===== config.mk =====
export PLATFORM = sky130hd
export DESIGN_NAME = ac_rms_accumulator_top
export DESIGN_NICKNAME = d
export VERILOG_FILES = /design/src/rtl/core/acrms_pkg.sv /design/src/rtl/core/acrms_lane.sv /design/src/rtl/core/acrms_merge.sv /design/src/rtl/core/ac_rms_accumulator_top.sv
export SDC_FILE = /design/constraint.sdc
export NUM_CORES = 2
export LEC_CHECK = 0
export ABC_AREA = 1
export BUFFER_PORTS_ARGS = -buffer_cell sky130_fd_sc_hd__buf_4
export CAP_MARGIN = 30
export CORE_MARGIN = 3
export CORE_UTILIZATION = 24
export DETAILED_ROUTE_END_ITERATION = 8
export SYNTH_ARGS = -nofsm -noshare
export SYNTH_HDL_FRONTEND = slang
export SYNTH_HIERARCHICAL = 1
export SYNTH_SLANG_ARGS = --single-unit

===== constraint.sdc =====
create_clock -name clock -period 11.3 [get_ports clock]
set_input_delay 2.825 -clock clock [delete_from_list [all_inputs] [get_ports clock]]
set_output_delay 2.825 -clock clock [all_outputs]
set_load 0.005 [all_outputs]

===== src/rtl/core/acrms_pkg.sv =====
// ----------------------------------------------------------------------------
// acrms_pkg
// Shared widths, constants, register indexes and types of the AC RMS
// accumulator.
// ----------------------------------------------------------------------------
`default_nettype none

package acrms_pkg;

   localparam int SUM_W       = 40;   // square sum
   localparam int COUNT_W     = 17;   // sample count
   localparam int THR_W       = 16;
   localparam int GAIN_W      = 10;
   localparam int OFS_W       = 12;
   localparam int RMS_W       = 12;
   localparam int POW_W       = 24;
   localparam int PROD_W      = 22;   // any product divided by 1000 stays below 2^22
   localparam int MV_W        = 12;   // millivolts, at most 3300
   localparam int MAG_W       = 12;   // |mv - offset|
   localparam int SCL_W       = 13;   // scaled magnitude, at most 4189
   localparam int SQ_W        = 25;
   localparam int RECIP_W     = 23;
   localparam int RECIP_SHIFT = 32;
   localparam int CSR_ADDR_W  = 3;
   localparam int CSR_DATA_W  = 16;

   // ceil(2^32 / 1000): floor(x * RECIP >> 32) == x / 1000 for x < 2^22
   localparam logic [RECIP_W-1:0] RECIP_1000 = 23'd4294968;

   localparam logic [CSR_ADDR_W-1:0] CSR_ENABLE            = 3'd0;
   localparam logic [CSR_ADDR_W-1:0] CSR_SAMPLE_THRESHOLD  = 3'd1;
   localparam logic [CSR_ADDR_W-1:0] CSR_VOLT_GAIN         = 3'd2;
   localparam logic [CSR_ADDR_W-1:0] CSR_VOLTAGE_OFFSET_MV = 3'd3;
   localparam logic [CSR_ADDR_W-1:0] CSR_CURR_GAIN         = 3'd4;
   localparam logic [CSR_ADDR_W-1:0] CSR_CURRENT_OFFSET_MV = 3'd5;

   localparam logic [THR_W-1:0]  RST_SAMPLE_THRESHOLD  = 16'd10000;
   localparam logic [GAIN_W-1:0] RST_VOLT_GAIN         = 10'd121;
   localparam logic [OFS_W-1:0]  RST_VOLTAGE_OFFSET_MV = 12'd1680;
   localparam logic [GAIN_W-1:0] RST_CURR_GAIN         = 10'd149;
   localparam logic [OFS_W-1:0]  RST_CURRENT_OFFSET_MV = 12'd1420;

   typedef struct packed {
      logic [GAIN_W-1:0] gain;
      logic [OFS_W-1:0]  offset;
   } lane_cfg_type;

   typedef struct packed {
      logic start;
      logic clear;
   } lane_ctl_type;

   typedef struct packed {
      logic             valid;
      logic [RMS_W-1:0] volt_rms;
      logic [RMS_W-1:0] curr_rms;
      logic [POW_W-1:0] power_rms;
   } merge_rsp_type;

endpackage

`default_nettype wire


===== src/rtl/core/acrms_lane.sv =====
// ----------------------------------------------------------------------------
// acrms_lane
// One channel: ADC code to millivolts, offset removal, gain scaling and
// saturating square accumulation, as a six stage pipeline.
// ----------------------------------------------------------------------------
`default_nettype none

module acrms_lane #(
   parameter int ADC_BITS = 12
) (
   input  wire                               clock,
   input  wire                               reset,
   input  wire  acrms_pkg::lane_ctl_type     ctl,
   input  wire  acrms_pkg::lane_cfg_type     cfg,
   input  wire  [ADC_BITS-1:0]               code,
   output logic [acrms_pkg::SUM_W-1:0]       sum,
   output logic                              done
);

   localparam int MV_PER_CODE = 3300000 / ((1 << ADC_BITS) - 1);
   localparam int MUL_W       = acrms_pkg::PROD_W + acrms_pkg::RECIP_W;
   localparam logic [acrms_pkg::PROD_W-1:0] MV_K = acrms_pkg::PROD_W'(MV_PER_CODE);

   logic [5:0]                        vld_ff, vld_in;
   logic [acrms_pkg::PROD_W-1:0]      p1_ff, p1_in;
   logic [acrms_pkg::MV_W-1:0]        mv_ff, mv_in;
   logic [acrms_pkg::PROD_W-1:0]      p3_ff, p3_in;
   logic [acrms_pkg::SCL_W-1:0]       a_ff, a_in;
   logic [acrms_pkg::SQ_W-1:0]        sq_ff, sq_in;
   logic [acrms_pkg::SUM_W-1:0]       sum_ff, sum_in;

   logic [MUL_W-1:0]                  p2_full, p4_full;
   logic [acrms_pkg::MV_W:0]          diff_u, mag_full;
   logic [2*acrms_pkg::SCL_W-1:0]     sq_full;
   logic [acrms_pkg::SUM_W:0]         acc;

   assign vld_in = {vld_ff[4:0], ctl.start};

   // stage 1: code to millivolts times 1000
   assign p1_in = MV_K * acrms_pkg::PROD_W'(code);

   // stage 2: divide by 1000
   assign p2_full = MUL_W'(p1_ff) * MUL_W'(acrms_pkg::RECIP_1000);
   assign mv_in   = p2_full[acrms_pkg::RECIP_SHIFT +: acrms_pkg::MV_W];

   // stage 3: offset removal and gain; only the magnitude matters from here on
   assign diff_u   = {1'b0, mv_ff} - {1'b0, cfg.offset};
   assign mag_full = diff_u[acrms_pkg::MV_W] ? (~diff_u + 1'b1) : diff_u;
   assign p3_in    = acrms_pkg::PROD_W'(cfg.gain)
                   * acrms_pkg::PROD_W'(mag_full[acrms_pkg::MAG_W-1:0]);

   // stage 4: divide by 1000, truncation toward zero on the magnitude
   assign p4_full = MUL_W'(p3_ff) * MUL_W'(acrms_pkg::RECIP_1000);
   assign a_in    = p4_full[acrms_pkg::RECIP_SHIFT +: acrms_pkg::SCL_W];

   // stage 5: square
   assign sq_full = a_ff * a_ff;
   assign sq_in   = sq_full[acrms_pkg::SQ_W-1:0];

   // stage 6: saturating accumulate
   assign acc = {1'b0, sum_ff} + (acrms_pkg::SUM_W + 1)'(sq_ff);

   always_comb begin
      sum_in = sum_ff;
      if (ctl.clear) begin
         sum_in = '0;
      end else if (vld_ff[4]) begin
         sum_in = acc[acrms_pkg::SUM_W] ? '1 : acc[acrms_pkg::SUM_W-1:0];
      end
   end

   always_ff @(posedge clock) begin
      if (reset) begin
         vld_ff <= '0;
         sum_ff <= '0;
      end else begin
         vld_ff <= vld_in;
         sum_ff <= sum_in;
      end
   end

   always_ff @(posedge clock) begin
      p1_ff <= p1_in;
      mv_ff <= mv_in;
      p3_ff <= p3_in;
      a_ff  <= a_in;
      sq_ff <= sq_in;
   end

   assign sum  = sum_ff;
   assign done = vld_ff[5];

endmodule

`default_nettype wire


===== src/rtl/core/acrms_merge.sv =====
// ----------------------------------------------------------------------------
// acrms_merge
// Combines the lane sums: two restoring dividers by the sample count, two
// bit-pair square roots, saturation and the power product.
// ----------------------------------------------------------------------------
`default_nettype none

module acrms_merge (
   input  wire                                 clock,
   input  wire                                 reset,
   input  wire                                 start,
   input  wire  [acrms_pkg::SUM_W-1:0]         sum_v,
   input  wire  [acrms_pkg::SUM_W-1:0]         sum_c,
   input  wire  [acrms_pkg::COUNT_W-1:0]       count,
   input  wire                                 take,
   output acrms_pkg::merge_rsp_type            rsp
);

   localparam int SW     = acrms_pkg::SUM_W;
   localparam int CW     = acrms_pkg::COUNT_W;
   localparam int RW     = acrms_pkg::RMS_W;
   localparam int STEP_W = $clog2(SW);
   localparam logic [STEP_W-1:0] DIV_LAST = STEP_W'(SW - 1);
   localparam logic [SW-1:0] SQRT_BIT0 = {2'b01, {(SW - 2){1'b0}}};

   localparam logic [2:0] M_IDLE = 3'd0;
   localparam logic [2:0] M_DIV  = 3'd1;
   localparam logic [2:0] M_SQRT = 3'd2;
   localparam logic [2:0] M_SAT  = 3'd3;
   localparam logic [2:0] M_MUL  = 3'd4;
   localparam logic [2:0] M_HOLD = 3'd5;

   logic [2:0]          state_ff, state_in;
   logic [STEP_W-1:0]   step_ff, step_in;
   logic [SW-1:0]       qv_ff, qv_in, qc_ff, qc_in;
   logic [CW-1:0]       remv_ff, remv_in, remc_ff, remc_in;
   logic [CW-1:0]       den_ff, den_in;
   logic [SW-1:0]       resv_ff, resv_in, resc_ff, resc_in;
   logic [SW-1:0]       bit_ff, bit_in;
   logic [RW-1:0]       vr_ff, vr_in, ir_ff, ir_in;
   logic [acrms_pkg::POW_W-1:0] pow_ff, pow_in;

   logic [CW+SW-1:0]    divv, divc;
   logic [2*SW-1:0]     sqv, sqc;

   // one quotient bit: returns {remainder, shifted quotient}
   function automatic logic [CW+SW-1:0] div_step(input logic [CW-1:0] rem,
                                                 input logic [SW-1:0] q,
                                                 input logic [CW-1:0] den);
      logic [CW:0] r;
      logic        qb;
      r  = {rem, q[SW-1]};
      qb = 1'b0;
      if (r >= {1'b0, den}) begin
         r  = r - {1'b0, den};
         qb = 1'b1;
      end
      return {r[CW-1:0], q[SW-2:0], qb};
   endfunction

   // one root bit: returns {remainder, partial root}
   function automatic logic [2*SW-1:0] sqrt_step(input logic [SW-1:0] x,
                                                 input logic [SW-1:0] res,
                                                 input logic [SW-1:0] b);
      logic [SW:0]   t;
      logic [SW-1:0] xn;
      logic [SW-1:0] rn;
      t  = {1'b0, res} + {1'b0, b};
      xn = x;
      rn = res >> 1;
      if ({1'b0, x} >= t) begin
         xn = x - t[SW-1:0];
         rn = (res >> 1) + b;
      end
      return {xn, rn};
   endfunction

   function automatic logic [RW-1:0] sat_rms(input logic [SW-1:0] r);
      return (|r[SW-1:RW]) ? '1 : r[RW-1:0];
   endfunction

   assign divv = div_step(remv_ff, qv_ff, den_ff);
   assign divc = div_step(remc_ff, qc_ff, den_ff);
   // during the root phase the quotient registers hold the running remainder
   assign sqv  = sqrt_step(qv_ff, resv_ff, bit_ff);
   assign sqc  = sqrt_step(qc_ff, resc_ff, bit_ff);

   always_comb begin
      state_in = state_ff;
      step_in  = step_ff;
      qv_in    = qv_ff;
      qc_in    = qc_ff;
      remv_in  = remv_ff;
      remc_in  = remc_ff;
      den_in   = den_ff;
      resv_in  = resv_ff;
      resc_in  = resc_ff;
      bit_in   = bit_ff;
      vr_in    = vr_ff;
      ir_in    = ir_ff;
      pow_in   = pow_ff;
      case (state_ff)
         M_IDLE: begin
            if (start) begin
               qv_in    = sum_v;
               qc_in    = sum_c;
               remv_in  = '0;
               remc_in  = '0;
               den_in   = count;
               step_in  = '0;
               state_in = M_DIV;
            end
         end
         M_DIV: begin
            {remv_in, qv_in} = divv;
            {remc_in, qc_in} = divc;
            step_in = step_ff + 1'b1;
            if (step_ff == DIV_LAST) begin
               resv_in  = '0;
               resc_in  = '0;
               bit_in   = SQRT_BIT0;
               state_in = M_SQRT;
            end
         end
         M_SQRT: begin
            {qv_in, resv_in} = sqv;
            {qc_in, resc_in} = sqc;
            bit_in = bit_ff >> 2;
            if (bit_ff[0]) begin
               state_in = M_SAT;
            end
         end
         M_SAT: begin
            vr_in    = sat_rms(resv_ff);
            ir_in    = sat_rms(resc_ff);
            state_in = M_MUL;
         end
         M_MUL: begin
            pow_in   = acrms_pkg::POW_W'(vr_ff) * acrms_pkg::POW_W'(ir_ff);
            state_in = M_HOLD;
         end
         M_HOLD: begin
            if (take) begin
               state_in = M_IDLE;
            end
         end
         default: begin
            state_in = M_IDLE;
         end
      endcase
   end

   always_ff @(posedge clock) begin
      if (reset) begin
         state_ff <= M_IDLE;
      end else begin
         state_ff <= state_in;
      end
   end

   always_ff @(posedge clock) begin
      step_ff <= step_in;
      qv_ff   <= qv_in;
      qc_ff   <= qc_in;
      remv_ff <= remv_in;
      remc_ff <= remc_in;
      den_ff  <= den_in;
      resv_ff <= resv_in;
      resc_ff <= resc_in;
      bit_ff  <= bit_in;
      vr_ff   <= vr_in;
      ir_ff   <= ir_in;
      pow_ff  <= pow_in;
   end

   assign rsp.valid     = (state_ff == M_HOLD);
   assign rsp.volt_rms  = vr_ff;
   assign rsp.curr_rms  = ir_ff;
   assign rsp.power_rms = pow_ff;

endmodule

`default_nettype wire


===== src/rtl/core/ac_rms_accumulator_top.sv =====
// ----------------------------------------------------------------------------
// ac_rms_accumulator_top
// True-RMS by sum of squares: voltage and current lanes accumulate squared,
// scaled samples; past the threshold the merge unit emits both RMS values
// and their product.
// ----------------------------------------------------------------------------
//  channel   direction  handshake            payload
//  req       in         req_valid/req_stall  req_voltage_code, req_current_code
//  rsp       out        rsp_valid/rsp_stall  rsp_volt_rms, rsp_curr_rms,
//                                            rsp_power_rms
//  csr       in         csr_write_enable     csr_index, csr_data
//
//  An enabled item passes through the lane pipeline; a disabled item is accepted and dropped.
//  Closing a window runs the merge unit: 40 divide steps,
//  20 root steps, saturation, power multiply and the output load.
//  A result waits in the output register while the next item is taken;
//  a second result is held in the merge unit until the first drains.
//  Synchronous active-high reset clears sums, count and control.
// ----------------------------------------------------------------------------
`default_nettype none

module ac_rms_accumulator_top #(
   parameter int ADC_BITS = 12
) (
   input  wire                                   clock,
   input  wire                                   reset,
   input  wire                                   req_valid,
   output logic                                  req_stall,
   input  wire  [ADC_BITS-1:0]                   req_voltage_code,
   input  wire  [ADC_BITS-1:0]                   req_current_code,
   output logic                                  rsp_valid,
   input  wire                                   rsp_stall,
   output logic [acrms_pkg::RMS_W-1:0]           rsp_volt_rms,
   output logic [acrms_pkg::RMS_W-1:0]           rsp_curr_rms,
   output logic [acrms_pkg::POW_W-1:0]           rsp_power_rms,
   input  wire                                   csr_write_enable,
   input  wire  [acrms_pkg::CSR_ADDR_W-1:0]      csr_index,
   input  wire  [acrms_pkg::CSR_DATA_W-1:0]      csr_data
);

   localparam logic [1:0] T_IDLE  = 2'd0;
   localparam logic [1:0] T_LANE  = 2'd1;
   localparam logic [1:0] T_MERGE = 2'd2;

   localparam int CW = acrms_pkg::COUNT_W;

   logic                             enable_ff;
   logic [acrms_pkg::THR_W-1:0]      thr_ff;
   acrms_pkg::lane_cfg_type          vcfg_ff, ccfg_ff;

   logic [1:0]                       state_ff, state_in;
   logic [CW-1:0]                    count_ff, count_in;

   logic                             rsp_valid_ff, rsp_valid_in;
   logic [acrms_pkg::RMS_W-1:0]      vr_ff, ir_ff;
   logic [acrms_pkg::POW_W-1:0]      pow_ff;

   acrms_pkg::lane_ctl_type          lane_ctl;
   acrms_pkg::merge_rsp_type         merge_rsp;
   logic [acrms_pkg::SUM_W-1:0]      sum_v, sum_c;
   logic                             done_v, done_c, lane_done;
   logic                             accept, emit, take;
   logic [CW-1:0]                    count_inc;

   assign req_stall = (state_ff != T_IDLE);
   assign accept    = req_valid & ~req_stall;
   assign lane_done = done_v & done_c;

   assign count_inc = count_ff + 1'b1;
   assign emit      = (count_inc > CW'(thr_ff)) & (count_inc != '0);

   assign lane_ctl.start = accept & enable_ff;
   assign lane_ctl.clear = lane_done & emit;

   assign take = merge_rsp.valid & (~rsp_valid_ff | ~rsp_stall);

   acrms_lane #(.ADC_BITS(ADC_BITS)) u_lane_v (
      .clock (clock),
      .reset (reset),
      .ctl   (lane_ctl),
      .cfg   (vcfg_ff),
      .code  (req_voltage_code),
      .sum   (sum_v),
      .done  (done_v)
   );

   acrms_lane #(.ADC_BITS(ADC_BITS)) u_lane_c (
      .clock (clock),
      .reset (reset),
      .ctl   (lane_ctl),
      .cfg   (ccfg_ff),
      .code  (req_current_code),
      .sum   (sum_c),
      .done  (done_c)
   );

   acrms_merge u_merge (
      .clock (clock),
      .reset (reset),
      .start (lane_ctl.clear),
      .sum_v (sum_v),
      .sum_c (sum_c),
      .count (count_inc),
      .take  (take),
      .rsp   (merge_rsp)
   );

   always_comb begin
      state_in = state_ff;
      count_in = count_ff;
      case (state_ff)
         T_IDLE: begin
            if (lane_ctl.start) begin
               state_in = T_LANE;
            end
         end
         T_LANE: begin
            if (lane_done) begin
               count_in = emit ? '0 : count_inc;
               state_in = emit ? T_MERGE : T_IDLE;
            end
         end
         T_MERGE: begin
            if (take) begin
               state_in = T_IDLE;
            end
         end
         default: begin
            state_in = T_IDLE;
         end
      endcase
   end

   assign rsp_valid_in = take | (rsp_valid_ff & rsp_stall);

   always_ff @(posedge clock) begin
      if (reset) begin
         state_ff       <= T_IDLE;
         count_ff       <= '0;
         rsp_valid_ff   <= 1'b0;
         enable_ff      <= 1'b0;
         thr_ff         <= acrms_pkg::RST_SAMPLE_THRESHOLD;
         vcfg_ff.gain   <= acrms_pkg::RST_VOLT_GAIN;
         vcfg_ff.offset <= acrms_pkg::RST_VOLTAGE_OFFSET_MV;
         ccfg_ff.gain   <= acrms_pkg::RST_CURR_GAIN;
         ccfg_ff.offset <= acrms_pkg::RST_CURRENT_OFFSET_MV;
      end else begin
         state_ff     <= state_in;
         count_ff     <= count_in;
         rsp_valid_ff <= rsp_valid_in;
         if (csr_write_enable) begin
            case (csr_index)
               acrms_pkg::CSR_ENABLE:
                  enable_ff <= csr_data[0];
               acrms_pkg::CSR_SAMPLE_THRESHOLD:
                  thr_ff <= csr_data[acrms_pkg::THR_W-1:0];
               acrms_pkg::CSR_VOLT_GAIN:
                  vcfg_ff.gain <= csr_data[acrms_pkg::GAIN_W-1:0];
               acrms_pkg::CSR_VOLTAGE_OFFSET_MV:
                  vcfg_ff.offset <= csr_data[acrms_pkg::OFS_W-1:0];
               acrms_pkg::CSR_CURR_GAIN:
                  ccfg_ff.gain <= csr_data[acrms_pkg::GAIN_W-1:0];
               acrms_pkg::CSR_CURRENT_OFFSET_MV:
                  ccfg_ff.offset <= csr_data[acrms_pkg::OFS_W-1:0];
               default: begin
               end
            endcase
         end
      end
   end

   always_ff @(posedge clock) begin
      if (take) begin
         vr_ff  <= merge_rsp.volt_rms;
         ir_ff  <= merge_rsp.curr_rms;
         pow_ff <= merge_rsp.power_rms;
      end
   end

   assign rsp_valid     = rsp_valid_ff;
   assign rsp_volt_rms  = vr_ff;
   assign rsp_curr_rms  = ir_ff;
   assign rsp_power_rms = pow_ff;

endmodule

`default_nettype wire


* Word-level counts from Yosys, hierarchy flattened
Cells that the tools add are included.
Operators by class: equal/unequal tests 22, $add $sub $neg 16, $lt $le $gt $ge 5, mux-type cells 37, div/mod/pow operators 0, reductions and logical operators 25, bitwise gates (word level) 14, multipliers 11, shift-type cells 0
Operators with widths (number):
- 40-bit two-way mux | 10
- 40-bit one-hot mux with 2 select lines | 3
- 40-bit one-hot mux with 3 select lines | 2
- 22-bit by 20-bit multiplier with 42-bit output (second input constant) | 2
- 40-bit by 25-bit adder with 41-bit output | 2
- 40-bit by 40-bit adder with 41-bit output | 2
- 40-bit by 41-bit >= comparator with 1-bit output | 2
- 22-bit by 20-bit multiplier with 41-bit output (second input constant) | 2
- 39-bit by 40-bit adder with 40-bit output | 2
- 40-bit subtractor | 2
- 17-bit two-way mux | 4
- 17-bit one-hot mux with 2 select lines | 2
- 28-bit OR reduction | 2
- 13-bit by 13-bit multiplier with 25-bit output | 2
- 10-bit by 12-bit multiplier with 22-bit output | 2
- 10-bit by 12-bit multiplier with 22-bit output (first input constant) | 2
- 18-bit by 17-bit >= comparator with 1-bit output | 2
- 17-bit subtractor | 2
- 12-bit by 12-bit subtractor with 13-bit output | 2
- 12-bit by 1-bit adder with 12-bit output (second input constant) | 2
- 12-bit by 12-bit multiplier with 24-bit output | 1
- 12-bit two-way mux | 2
- 12-bit NOT | 2
- 2-bit AND reduction | 10
- other kinds (29) | 64
Storage, ports and cells: memory bits (read-only) 0, flip-flop bits (word level) 717, logic and storage cells 169, bits in writable memories 0, latch bits 0, memories kept 0, input port bits 48, output and inout bits 50

* Depth between registers and ports, before layout
word-level depth 6, gate-level depth with buffers 35, gate-level depth less buffers 34

* Hierarchy
Netlist, hierarchy kept.
By module, submodules not included:
- acrms_merge | area an instance 32417.3 µm², times used 1, sequential area each 8618.3 µm², cells each 4694
- acrms_lane (u_lane_c) | area an instance 30371.6 µm², times used 1, sequential area each 2782.7 µm², cells each 3922
- acrms_lane (u_lane_v) | area an instance 30191.5 µm², times used 1, sequential area each 2782.7 µm², cells each 3881
- ac_rms_accumulator_top | area an instance 5505.3 µm², times used 1, sequential area each 3062.9 µm², cells each 620

* Worst setup path after synthesis
No wires, ideal clock.
kind register -> register, from reg u_merge.state_ff[2], to reg u_merge.bit_ff[0] (enable), data arrival time 8.081 ns, stages on the path, launching flop included 6, setup slack 2.522 ns, period minus slack after synthesis 8.778 ns, setup time 0.697 ns, required time 10.603 ns, path buffers 0, cells stage by stage dfxtp_1 inv_1 nand2_1 nor2_1 clkinv_1 o21ai_0
Between the ends: word-level cells in the longest chain between the ends 3, elaborated cells between the ends (all ways) 5, classes of those cells eq/ne (3); reduce/logical (2)
RTL lines:
- from (decl) | RTL line acrms_merge.sv:33 | logic [2:0] state_ff, state_in;
- from (signal assigned) | RTL line acrms_merge.sv:157 | state_ff <= state_in;
- 3-bit by 1-bit equality test with 1-bit output or 3-bit by 2-bit equality test with 1-bit output (tied branches) | RTL line acrms_merge.sv:102 | case (state_ff)
- 2-bit by 1-bit != test with 1-bit output (no source line) or 2-bit nonzero test (tied branches)
- 2-bit AND reduction (no source line) *
- to (signal assigned) | RTL line acrms_merge.sv:170 | bit_ff <= bit_in;
- to (decl) | RTL line acrms_merge.sv:39 | logic [SW-1:0] bit_ff, bit_in;
Every way passes the cells marked *; elsewhere a longest branch is shown, timed or not. A chain may end at the register's enable or synchronous reset.

* Worst setup path after layout
from reg vcfg_ff[0] (netlist name), to reg u_lane_v/p3_ff[15] (netlist name)
Between the ends: word-level cells in the longest chain between the ends 5
RTL lines:
- from (decl) | RTL line ac_rms_accumulator_top.sv:49 | acrms_pkg::lane_cfg_type vcfg_ff, ccfg_ff;
- 12-bit by 12-bit subtractor with 13-bit output * | RTL line acrms_lane.sv:47 | assign diff_u = {1'b0, mv_ff} - {1'b0, cfg.offset};
- 12-bit NOT | RTL line acrms_lane.sv:48 | assign mag_full = diff_u[acrms_pkg::MV_W] ? (~diff_u + 1'b1) : diff_u;
- 12-bit by 1-bit adder with 12-bit output | RTL line acrms_lane.sv:48
- 12-bit two-way mux * | RTL line acrms_lane.sv:48
- 10-bit by 12-bit multiplier with 22-bit output * | RTL line acrms_lane.sv:50 | * acrms_pkg::PROD_W'(mag_full[acrms_pkg::MAG_W-1:0]);
- net u_lane_v.p3_in (one bit) | RTL line acrms_lane.sv:27 | logic [acrms_pkg::PROD_W-1:0] p3_ff, p3_in;
- to (signal assigned) | RTL line acrms_lane.sv:85 | p3_ff <= p3_in;
- to (decl) | RTL line acrms_lane.sv:27
The timed path passes the listed nets; every way through them passes the cells marked *.

==> metrics.md <==
| Metric | Value |
|---|---|
| Simple-gate share of the synthesized area | 0.216 |
| DRT Wirelength | about 270000 um |
| Clock root cell | clkbuf_16 |
| Top cell type's share of synthesized area | 0.185 |
| Total global routing overflow | 0 |
| Die height | roughly 650 um |
| Diode count | 0 |
| CTS Buf Count | 79 |
| Crit path from | vcfg_ff[0] |
| Chip width | approximately 650 um |
| Worst-path clk slew | 0.07 ns |
| Post-synth EDFFs | about 330 |
| Worst Clk Skew | 0.0697 ns |
| DP HPWL | 228000 um |
| Setup Buffers After CTS | 0 |
| Syn_area_per_cell | 7.51 um^2 |
| Crit Path Class | reg -> reg |
| Worst hold-check path type | reg -> reg |
| Initial Util | 0.242 |
| Sequential fraction of the synthesis area | 0.175 |
| Clock tree sinks | 695 |
| Final nets | between 15000 and 20000 |
| Outcome | completed |
| R2R Path Start | vcfg_ff[0] |
| Mux share of post-synthesis cell area | 0 |
| Hold_buf cts | 0 |
| Post-synthesis net count | between 15000 and 20000 |
| Final number of hold-violating endpoints | 0 |
| H-tree depth | 3 |
| Via count | 83382 |
| Most frequent cells in the layout | 2828 x nand2_1, 2716 x inv_1, 1459 x ha_1, 1034 x nor2_1, 880 x fa_1 |
| RSZ-0062 raised after global routing | no |
| Crit path buf inv count | 8 |
| Main combinational cell family by area after synthesis | adder cells |
| Initial antenna violation count | 2 |
| Req. time, crit path | between 10 and 15 ns |
| Synth cell types | 65 |
| CTS resizes | 0 |
| Total negative slack | 0 ns |
| Fillers | 44806 |
| Post-Synth XOR/XNOR Area | 0.0348 |
| Maximum clock path buffer count | 3 |
| Skew-Pair Late Insertion Delay | 0.74 ns |
| CORE AREA | 0.408 mm^2 |
| Yosys top cell by area | ha_1 |
| Fmax | 145 MHz |
| Min Tclk post-route | 6.88 ns |
| Syn. warnings | 6 |
| Routed length per instance | 14.6 um |
| Arr. time, crit path | ~7.5 ns |
| Area Growth Syn to Fin | 9.93% |
| DR DRC count | 0 |
| Top Ports | 98 |
| Setup crit end kind | flip-flop |
| IO Port Bufs | a little under 100 |
| Max Cap Violations | 0 |
| Worst hold path startpoint | u_lane_c/vld_ff[0] |
| CTS tree | done |
| Final ANT Viol Nets | 0 |
| Asr flop ratio synth | 0 |
| Vias per inst | 4.48 |
| DRT iter0 DRCs | around 5700 |
| Worst R2R Setup Slack | 4.42 ns |
| Cell Area, Synth | 0.0985 mm^2 |
| Die area | 0.418 mm^2 |
| Share of the clock period used by the worst path | 0.609 |
| Core Rows | between 200 and 250 |
| CP max stage delay | 0.57 ns |
| 1st-pass router iterations | 8 |
| CP top delay family | adder cells |
| Synth Area in Compound Gates | 0.0959 |
| Post-Synth Adder-Cell Area | 0.364 |
| Vias in the first global route | 82630 |
| Most common cell after layout, fill and taps aside | nand2_1 |
| Post-synth top flop | dfxtp_1 |
| Layout cells sized above 1 | 0.0370 |
| Count of final max-slew check failures | 0 |
| Largest net degree at the start of global routing | 78 |
| Final setup viols | 0 |
| Global-route wire length before repair | ~440000 um |
| Mapped Cells | between 10000 and 15000 |
| Placer Congestion | 0.940 |
| Top cells by area, synth | ha_1 19%, fa_1 18%, nand2_1 11% |
| Max_slew headroom | 0.304 |
| CP max FO | 14 |
| Startpoint types | flip-flop |
| Worst-Margin Slew | ~1.0 ns |
| Yosys reg bits | 695 |
| CP max-delay cell | fa_1 |
| Total global routing track utilization | 0.128 |
==> cell type report <==
cell class	instances	area [um^2]	area share
multi-input combinational	9462	70100	0.647
clock buffer	101	2190	0.0203
inverter	2754	10300	0.0955
tap	5428	6790	0.0627
sequential	695	17200	0.159
timing repair buffer	132	1010	0.00934
clock inverter	45	607	0.00560
==> cell families (layout without fill, tap and decap cells) <==
family | Yosys count | after routing
compound gates | 1683 | 1683
xor+xnor | 389 | 389
flops | 695 | 695
buf+inv | 2960 | 3032
simple gates | 5049 | 5049
other cells | 2 | 2
fa+ha+maj | 2339 | 2339
==> flip-flops by register name, summed over array words and instances, names as in the netlist, 20 cells and up <==
name,cells
u_lane_c/sum,40
u_lane_v/sum,40
u_merge/qc_ff,40
u_merge/qv_ff,40
u_merge/resc_ff,40
u_merge/resv_ff,40
rsp_power_rms,24
u_lane_c/sq_ff,24
u_lane_v/sq_ff,24
u_merge/pow_ff,24
ccfg_ff,22
u_lane_c/p1_ff,22
u_lane_c/p3_ff,22
u_lane_v/p1_ff,22
u_lane_v/p3_ff,22
vcfg_ff,22
u_merge/bit_ff,20
==> path summary, 6_finish.rpt <==
path                                            to  depth (start not counted)
worst min-delay path            u_lane_c/vld_ff[1]                          2
worst max register to register  u_lane_v/p3_ff[15]                         31
worst min register to register  u_lane_c/vld_ff[1]                          2
worst max-delay path            u_lane_v/p3_ff[15]                         31
==> cells in the mapped netlist, types with 31 or more instances <==
cell / instances
a21o_1: 62
a21oi_1: 703
a21oi_2: 40
a31oi_1: 74
buf_2: 39
clkbuf_1: 148
dfxtp_1: 362
edfxtp_1: 333
fa_1: 880
ha_1: 1459
inv_1: 2718
nand2_1: 2828
nand2_2: 44
nand3_1: 650
nand4_1: 153
nor2_1: 1042
nor3_1: 130
nor4_1: 57
o211ai_1: 31
o21ai_0: 561
o21bai_1: 75
xnor2_1: 147
xor2_1: 239
==> worst reg2reg max path, delay by kind of cell (launching register included) <==
| kind | cells | cell delay (ns) |
|---|---|---|
| buf+inv | 8 | 0.67 |
| simple gates | 9 | 0.93 |
| flops | 1 | 0.34 |
| xor+xnor | 1 | 0.15 |
| compound gates | 5 | 1.12 |
| fa+ha+maj | 8 | 3.58 |
==> per-layer routing <==
metal / part of all wire / GRT usage / up-vias
met5: 0 / 0 / -
met1: 0.46 / 0.173 / 39451
met2: 0.47 / 0.222 / 1851
met3: 0.046 / 0.0132 / 301
met4: 0.021 / 0.0270 / 0
li1: - / - / 41779
==> per-stage QoR <==
| step | setup slack [ns] | instances | cell area [um^2] | util | hold WS [ns] |
|---|---|---|---|---|---|
| final | 4.42 | 18617 | 108000 | 0.266 | 0.389 |
| after CTS | 4.38 | 18616 | 108000 | 0.266 | 0.382 |
| after detailed placement | 4.38 | 18470 | 105000 | 0.259 | 0.391 |
| after global placement | 4.45 | 18469 | 105000 | 0.259 | 0.382 |
| after global routing | 3.90 | 18617 | 108000 | 0.266 | 0.398 |
| after floorplan | 2.52 | 13117 | 98500 | - | 0.375 |
Power is left out: the tool's default activity adds up to more than one toggle a clock period on the data nets, which glitch-free logic cannot reach.
